File: src/sorted_list_insert_delete_unit_defines.svh
// ----------------------------------------------------------------------------
// sorted list unit assertion macros
// shared assertion forms for the sorted list insert/delete unit
// ----------------------------------------------------------------------------
`ifndef SORTED_LIST_INSERT_DELETE_UNIT_DEFINES_SVH
`define SORTED_LIST_INSERT_DELETE_UNIT_DEFINES_SVH

// same-cycle implication, disabled during reset
`define SLIDU_ASSERT_IMPL(label, ante, cons) \
	label: assert property (@(posedge clk) disable iff (!arst_n) (ante) |-> (cons)) \
		else $error("sorted list unit check failed");

// next-cycle implication, disabled during reset
`define SLIDU_ASSERT_NEXT(label, ante, cons) \
	label: assert property (@(posedge clk) disable iff (!arst_n) (ante) |=> (cons)) \
		else $error("sorted list unit check failed");

`endif

File: src/slidu_pkg.sv
// ----------------------------------------------------------------------------
// slidu_pkg
// shared constants and types for the sorted list insert/delete unit
// ----------------------------------------------------------------------------
`default_nettype none

package slidu_pkg;

	localparam int VAL_W = 32;

	localparam logic [1:0] MODE_INSERT = 2'd0;
	localparam logic [1:0] MODE_DELETE = 2'd1;
	localparam logic [1:0] MODE_DUMP   = 2'd2;

	localparam logic [2:0] ST_INSERTED  = 3'd0;
	localparam logic [2:0] ST_FULL      = 3'd1;
	localparam logic [2:0] ST_REMOVED   = 3'd2;
	localparam logic [2:0] ST_NOT_FOUND = 3'd3;
	localparam logic [2:0] ST_LISTED    = 3'd4;
	localparam logic [2:0] ST_EMPTY     = 3'd5;

	typedef struct packed {
		logic ins;
		logic del;
		logic rot;
	} cell_ctrl_t;

endpackage

`default_nettype wire

File: src/slidu_cell.sv
// ----------------------------------------------------------------------------
// slidu_cell
// one list slot: compares its value with the key and shifts with neighbors
// ----------------------------------------------------------------------------
`default_nettype none

module slidu_cell (
	input  wire logic                        clk,
	input  wire slidu_pkg::cell_ctrl_t       ctrl,
	input  wire logic [slidu_pkg::VAL_W-1:0] key,
	input  wire logic                        occ,
	input  wire logic [slidu_pkg::VAL_W-1:0] left_val,
	input  wire logic [slidu_pkg::VAL_W-1:0] right_val,
	input  wire logic                        ge_prev,
	input  wire logic                        hit_prev,
	output logic      [slidu_pkg::VAL_W-1:0] val,
	output logic                             ge,
	output logic                             hit
);

	logic [slidu_pkg::VAL_W-1:0] val_q;
	logic                        eq;

	assign val = val_q;
	assign ge  = occ && ($signed(val_q) >= $signed(key));
	assign eq  = occ && (val_q == key);
	assign hit = hit_prev || eq;

	always_ff @(posedge clk) begin
		if (ctrl.ins) begin
			if (ge_prev) begin
				val_q <= left_val;
			end else if (ge || !occ) begin
				val_q <= key;
			end
		end else if (ctrl.del) begin
			if (hit) begin
				val_q <= right_val;
			end
		end else if (ctrl.rot) begin
			val_q <= right_val;
		end
	end

endmodule

`default_nettype wire

File: src/sorted_list_insert_delete_unit.sv
// ----------------------------------------------------------------------------
// sorted_list_insert_delete_unit
// ascending list of signed values held in a row of compare-and-shift cells
// ----------------------------------------------------------------------------
// a request is taken on a rising edge with start high and busy low; mode
// selects insert, delete or dump, value is the key. results come out on
// status, value_out, count_after and last, each valid for the single cycle
// in which strobe is high; the receiver cannot stall them.
// insert and delete pass through the apply state after the request edge, in
// which every cell compares against the key and shifts with its neighbor;
// the result strobes in the following cycle, while busy is already low.
// insert lands before the first value greater than or equal to the key;
// a full list drops it. delete removes the first equal value.
// dump rotates the cell row once around, streaming one stored value per
// cycle from the head cell; busy stays high for the whole rotation. an
// empty dump gives a single result. an unused mode is accepted and gives
// no result.
// reset clears the count, so the list starts empty; no clearing pass.
// ----------------------------------------------------------------------------
`default_nettype none

`include "sorted_list_insert_delete_unit_defines.svh"

module sorted_list_insert_delete_unit #(
	parameter int CAPACITY = 16
) (
	input  wire logic                          clk,
	input  wire logic                          arst_n,
	input  wire logic                          start,
	output logic                               busy,
	input  wire logic [1:0]                    mode,
	input  wire logic [slidu_pkg::VAL_W-1:0]   value,
	output logic                               strobe,
	output logic      [2:0]                    status,
	output logic      [slidu_pkg::VAL_W-1:0]   value_out,
	output logic      [$clog2(CAPACITY + 1)-1:0] count_after,
	output logic                               last
);

	localparam int CNT_W = $clog2(CAPACITY + 1);
	localparam int K_W   = (CAPACITY > 1) ? $clog2(CAPACITY) : 1;

	typedef enum logic [1:0] {
		S_IDLE,
		S_APPLY,
		S_DUMP
	} state_t;

	state_t                      state_q;
	logic [1:0]                  mode_q;
	logic [slidu_pkg::VAL_W-1:0] key_q;
	logic [CNT_W-1:0]            count_q;
	logic [K_W-1:0]              k_q;
	logic                        strobe_q;
	logic [2:0]                  status_q;
	logic [slidu_pkg::VAL_W-1:0] value_out_q;
	logic [CNT_W-1:0]            count_after_q;
	logic                        last_q;

	slidu_pkg::cell_ctrl_t       ctrl;
	logic [slidu_pkg::VAL_W-1:0] cval [CAPACITY];
	logic [CAPACITY-1:0]         occ;
	logic [CAPACITY-1:0]         ge;
	logic [CAPACITY-1:0]         hit;
	logic                        full;
	logic                        found;
	logic [CNT_W-1:0]            k_ext;

	assign full  = (count_q == CNT_W'(CAPACITY));
	assign found = hit[CAPACITY-1];
	assign k_ext = CNT_W'(k_q);

	assign ctrl.ins = (state_q == S_APPLY) && (mode_q == slidu_pkg::MODE_INSERT) && !full;
	assign ctrl.del = (state_q == S_APPLY) && (mode_q == slidu_pkg::MODE_DELETE);
	assign ctrl.rot = (state_q == S_DUMP);

	for (genvar i = 0; i < CAPACITY; i++) begin : g_cell
		assign occ[i] = (CNT_W'(i) < count_q);

		slidu_cell u_cell (
			.clk       (clk),
			.ctrl      (ctrl),
			.key       (key_q),
			.occ       (occ[i]),
			.left_val  ((i == 0) ? key_q : cval[(i + CAPACITY - 1) % CAPACITY]),
			.right_val (cval[(i + 1) % CAPACITY]),
			.ge_prev   ((i == 0) ? 1'b0 : ge[(i + CAPACITY - 1) % CAPACITY]),
			.hit_prev  ((i == 0) ? 1'b0 : hit[(i + CAPACITY - 1) % CAPACITY]),
			.val       (cval[i]),
			.ge        (ge[i]),
			.hit       (hit[i])
		);
	end

	assign busy        = (state_q != S_IDLE);
	assign strobe      = strobe_q;
	assign status      = status_q;
	assign value_out   = value_out_q;
	assign count_after = count_after_q;
	assign last        = last_q;

	always_ff @(posedge clk or negedge arst_n) begin
		if (!arst_n) begin
			state_q       <= S_IDLE;
			mode_q        <= slidu_pkg::MODE_INSERT;
			key_q         <= '0;
			count_q       <= '0;
			k_q           <= '0;
			strobe_q      <= 1'b0;
			status_q      <= slidu_pkg::ST_INSERTED;
			value_out_q   <= '0;
			count_after_q <= '0;
			last_q        <= 1'b0;
		end else begin
			strobe_q <= 1'b0;
			unique case (state_q)
				S_IDLE: begin
					if (start) begin
						mode_q  <= mode;
						key_q   <= value;
						state_q <= S_APPLY;
					end
				end
				S_APPLY: begin
					state_q     <= S_IDLE;
					value_out_q <= key_q;
					last_q      <= 1'b1;
					unique case (mode_q)
						slidu_pkg::MODE_INSERT: begin
							strobe_q <= 1'b1;
							if (full) begin
								status_q      <= slidu_pkg::ST_FULL;
								count_after_q <= count_q;
							end else begin
								status_q      <= slidu_pkg::ST_INSERTED;
								count_after_q <= count_q + 1'b1;
								count_q       <= count_q + 1'b1;
							end
						end
						slidu_pkg::MODE_DELETE: begin
							strobe_q <= 1'b1;
							if (found) begin
								status_q      <= slidu_pkg::ST_REMOVED;
								count_after_q <= count_q - 1'b1;
								count_q       <= count_q - 1'b1;
							end else begin
								status_q      <= slidu_pkg::ST_NOT_FOUND;
								count_after_q <= count_q;
							end
						end
						slidu_pkg::MODE_DUMP: begin
							if (count_q == '0) begin
								strobe_q      <= 1'b1;
								status_q      <= slidu_pkg::ST_EMPTY;
								count_after_q <= '0;
							end else begin
								state_q <= S_DUMP;
								k_q     <= '0;
							end
						end
						default: begin
						end
					endcase
				end
				S_DUMP: begin
					strobe_q      <= (k_ext < count_q);
					status_q      <= slidu_pkg::ST_LISTED;
					value_out_q   <= cval[0];
					count_after_q <= count_q;
					last_q        <= (k_ext == (count_q - 1'b1));
					k_q           <= k_q + 1'b1;
					if (k_q == K_W'(CAPACITY - 1)) begin
						state_q <= S_IDLE;
					end
				end
				default: begin
					state_q <= S_IDLE;
				end
			endcase
		end
	end

	`SLIDU_ASSERT_IMPL(a_count_bound, 1'b1, count_q <= CNT_W'(CAPACITY))
	`SLIDU_ASSERT_NEXT(a_count_moves_on_apply, 1'b1,
		$stable(count_q) || ($past(state_q) == S_APPLY))
	`SLIDU_ASSERT_IMPL(a_full_count, strobe_q && (status_q == slidu_pkg::ST_FULL),
		count_after_q == CNT_W'(CAPACITY))
	`SLIDU_ASSERT_NEXT(a_start_busy, start && !busy, busy)

endmodule

`default_nettype wire
File: config.mk
export PLATFORM = sky130hd
export DESIGN_NAME = sorted_list_insert_delete_unit
export DESIGN_NICKNAME = d
export VERILOG_FILES = /design/src/slidu_pkg.sv /design/src/slidu_cell.sv /design/src/sorted_list_insert_delete_unit.sv
export VERILOG_INCLUDE_DIRS = /design/src /design/src/src
export SDC_FILE = /design/constraint.sdc
export NUM_CORES = 2
export LEC_CHECK = 0
export BUFFER_PORTS_ARGS = -buffer_cell sky130_fd_sc_hd__buf_2
export CORE_MARGIN = 2
export CORE_UTILIZATION = 55
export DETAILED_ROUTE_END_ITERATION = 12
export GPL_TIMING_DRIVEN = 1
export PLACE_DENSITY = 0.71
export SETUP_SLACK_MARGIN = 0.05
export SLEW_MARGIN = 5
export SYNTH_ARGS = -nofsm -noshare
export SYNTH_HDL_FRONTEND = slang
export SYNTH_SLANG_ARGS = --single-unit
export TNS_END_PERCENT = 50
File: constraint.sdc
create_clock -name clk -period 13.6 [get_ports clk]
set_clock_uncertainty 0.2 [all_clocks]
set_input_delay 2.72 -clock clk [delete_from_list [all_inputs] [get_ports clk]]
set_output_delay 2.72 -clock clk [all_outputs]
set_load 0.02 [all_outputs]
==> results.json <==
{
  "outcome": "complete, no violations",
  "synth_compound_area_frac": 0.1612,
  "worstMarginPinSlew_ns": 1.236,
  "num_vias": 35680,
  "core_sq_um": 76200,
  "cts_buffer_depth": 3,
  "hold_start": "status[1]",
  "worst-path-buf-inv": 1,
  "slowest_stage": "dfrtp_1",
  "timing.fmax_ghz": 0.1639,
  "maxSlewHeadroom": 0.1713,
  "synth_adder_area_share": 0.1554,
  "clk_latency_ns": 0.63,
  "track_usage": 0.3604,
  "fin_crit_ns": 6.103,
  "grt_max_degree": 257,
  "synth-simple-area-share": 0.1173,
  "die_x_um": 282.0,
  "crit_path_start_kind": "flip-flop",
  "async_reset_ff_frac": 0.1452,
  "multiInputGateArea_sq_um": 23630,
  "rows": 101,
  "dieArea_sq_um": 79520,
  "clock_sinks": 599,
  "final_common_cell": "a21oi_1",
  "clkTransAtPathRegs_ns": 0.06,
  "crit_path_start": "key_q[27]",
  "grt_pass1_wl_um": 215100,
  "setup_violations": 0,
  "cts_root_buf": "clkbuf_16",
  "critPathTopFamily": "compound AO/OA/AOI/OAI gates",
  "synthCells": 4281,
  "drtIter0Drc": 4781,
  "hp-class": "flip-flop to flip-flop",
  "worst_setup_path_end_kind": "flip-flop",
  "synth_area_per_cell_sq_um": 9.928,
  "synthDistinctLibCells": 90,
  "syn-num-nets": 4846,
  "yosys_most_used_dff": "edfxtp_1",
  "synth_top_family_by_area": "compound AO/OA/AOI/OAI gates",
  "stdcell_area_sq_um": 46100,
  "syn_to_final_growth_pct": 8.461,
  "wire_per_inst_um": 27.16,
  "cts_resized": 0,
  "grt_pass1_vias": 33590,
  "hold_violations": 0,
  "cts_tree": "done",
  "slew_violations": 0,
  "place_congestion": 0.9784,
  "numCtsBuffers": 69,
  "rsz0062_at_grt": "false",
  "fin_nets": 4796,
  "wirelength_um": 144500,
  "drcViolationCount": 0,
  "io_buffer_count": 79,
  "cp.arrival_ns": 6.14,
  "postCtsHoldBufs": 0,
  "start_util": 0.5578,
  "layout_setup_ws_ns": 7.497,
  "die_y_um": 282.0,
  "boundaryPins": 80,
  "cp_slowest_stage_delay_ns": 0.87,
  "fin_setup_tns_ns": 0,
  "ys_seq_elements": 599,
  "synth-xor-area-share": 0.002267,
  "final_cell_mix": "a21oi_1, ha_1, edfxtp_1",
  "r2r_start": "key_q[27]",
  "fill_cells": 6337,
  "hpwl_um": 102200,
  "first_pass_iters": 6,
  "cts_setup_buffers": 0,
  "synth_area_sq_um": 42500,
  "synth_edf_count": 512,
  "dp_slack_ns": 7.718,
  "antenna_found_initial": 0,
  "vias_per_cell": 6.710,
  "synthMuxAreaShare": 0.1149,
  "path_cells": "inv_1, ha_1, nand4_1, nor4_1, o32ai_1, mux2_2, and2_1, o21bai_1, o311a_2",
  "grt-ovfl-total": 0,
  "ys_warn_count": 0,
  "ant_nets": 0,
  "seq_area_sq_um": 17550,
  "critPathKind": "flip-flop to flip-flop",
  "synth-seq-area-share": 0.4130,
  "fin_crit_sh": 0.4487,
  "htreeDepth": 3,
  "required_ns": 13.64,
  "critPathMaxFanout": 32,
  "placed_area_sq_um": 43790,
  "maxCapViolCount": 0,
  "drive_gt1_frac": 0.08258
}
-- per-layer routing --
| metal | vias up | GRT usage | part of all wire |
|---|---|---|---|
| met1 | 17010 | 0.5043 | 0.41 |
| met4 | 0 | 0.1470 | 0.043 |
| met2 | 2280 | 0.5431 | 0.43 |
| met3 | 338 | 0.07673 | 0.12 |
| met5 | - | 0 | 0 |
| li1 | 16060 | - | - |
-- Yosys cell counts (5+ instances only) --
cell type    n  share of area
a21oi_1    571          0.067
ha_1       528           0.16
edfxtp_1   512           0.36
mux2i_1    444           0.10
nand2_1    380          0.034
nor2_1     354          0.031
o21ai_0    331          0.039
clkbuf_1   183          0.016
nand4_1    122          0.018
inv_1       88         0.0078
dfrtp_1     87          0.051
nand3_1     76         0.0089
buf_2       68         0.0080
a31oi_1     49         0.0072
a21o_1      45         0.0079
o21ai_1     43         0.0051
mux2_2      37         0.0098
nor3_1      33         0.0039
nor4_1      26         0.0038
nor2b_1     25         0.0037
o211ai_1    23         0.0041
a211oi_1    18         0.0032
o221ai_1    15         0.0031
buf_1       12         0.0011
a21boi_0    11         0.0019
and4_1      11         0.0023
nand2b_1    11         0.0016
o21a_1      11         0.0019
a211o_1     10         0.0021
xnor2_1      8         0.0016
a221oi_1     7         0.0014
buf_6        7         0.0019
o31ai_1      7         0.0012
and2_1       6        0.00088
o31a_1       6         0.0012
a22oi_1      5        0.00088
buf_4        5        0.00088
o2111ai_1    5         0.0010
or3_1        5        0.00074
-- logic make-up (layout without fill, tap and decap cells) --
| group | count (synthesis) | in the layout |
|---|---|---|
| buffers and inverters | 365 | 371 |
| XOR/XNOR | 11 | 11 |
| AO/OA/AOI/OAI | 1211 | 1211 |
| AND/OR/NAND/NOR | 1084 | 1084 |
| adder cells (fa/ha/maj) | 528 | 528 |
| flip-flops | 599 | 599 |
| multiplexers | 483 | 483 |
| other | 0 | 1 |
-- tightest hold or removal path: cells and delay by family (launching register included) --
family | cells | cell delay (ns)
DFF | 1 | 0.34
and+or+nand+nor | 1 | 0.05
AOI/OAI and AO/OA | 1 | 0.05
-- final timing paths --
| kind | to | cells past startpoint | slack, ns |
|---|---|---|---|
| worst max register to register | g_cell[5].u_cell.val[10] | 9 | 7.50 |
| worst min-delay path | status[1] | 2 | 0.27 |
| worst min register to register | status[1] | 2 | 0.27 |
| worst max-delay path | g_cell[5].u_cell.val[10] | 9 | 7.50 |
| max in group asynchronous | key_q[14] | 2 | 10.06 |
| min in group asynchronous | key_q[0] | 1 | 1.86 |
-- flip-flops by register name, summed over array words and instances (netlist names), 3 cells and up --
register,cells
value_out,32
count_q,5
count_after,5
status,3
k_q,4
g_cell.u_cell.val,512
key_q,32
-- stage by stage --
step                cells    util  hold WS (ns)
floorplan            4281       -        0.3213
detailed placement   5190  0.5746        0.2679
CTS                  5317  0.6049        0.2816
finish               5318  0.6049        0.2742
global placement     5190  0.5746        0.2616
global route         5317  0.6049        0.2998
-- area by class of cell --
cell class              instances  share of cell area
repair buffers                155             0.02128
well taps                    1030             0.02796
multi-input cells            3317              0.5126
inverters                      89            0.007247
clock buffers                  94             0.04332
flip-flops and latches        599              0.3807
diodes                          1          0.00005428
clock inverters                33            0.006786
Power is left out: the tool's default activity adds up to more than one toggle a clock period on the data nets, which glitch-free logic cannot reach.
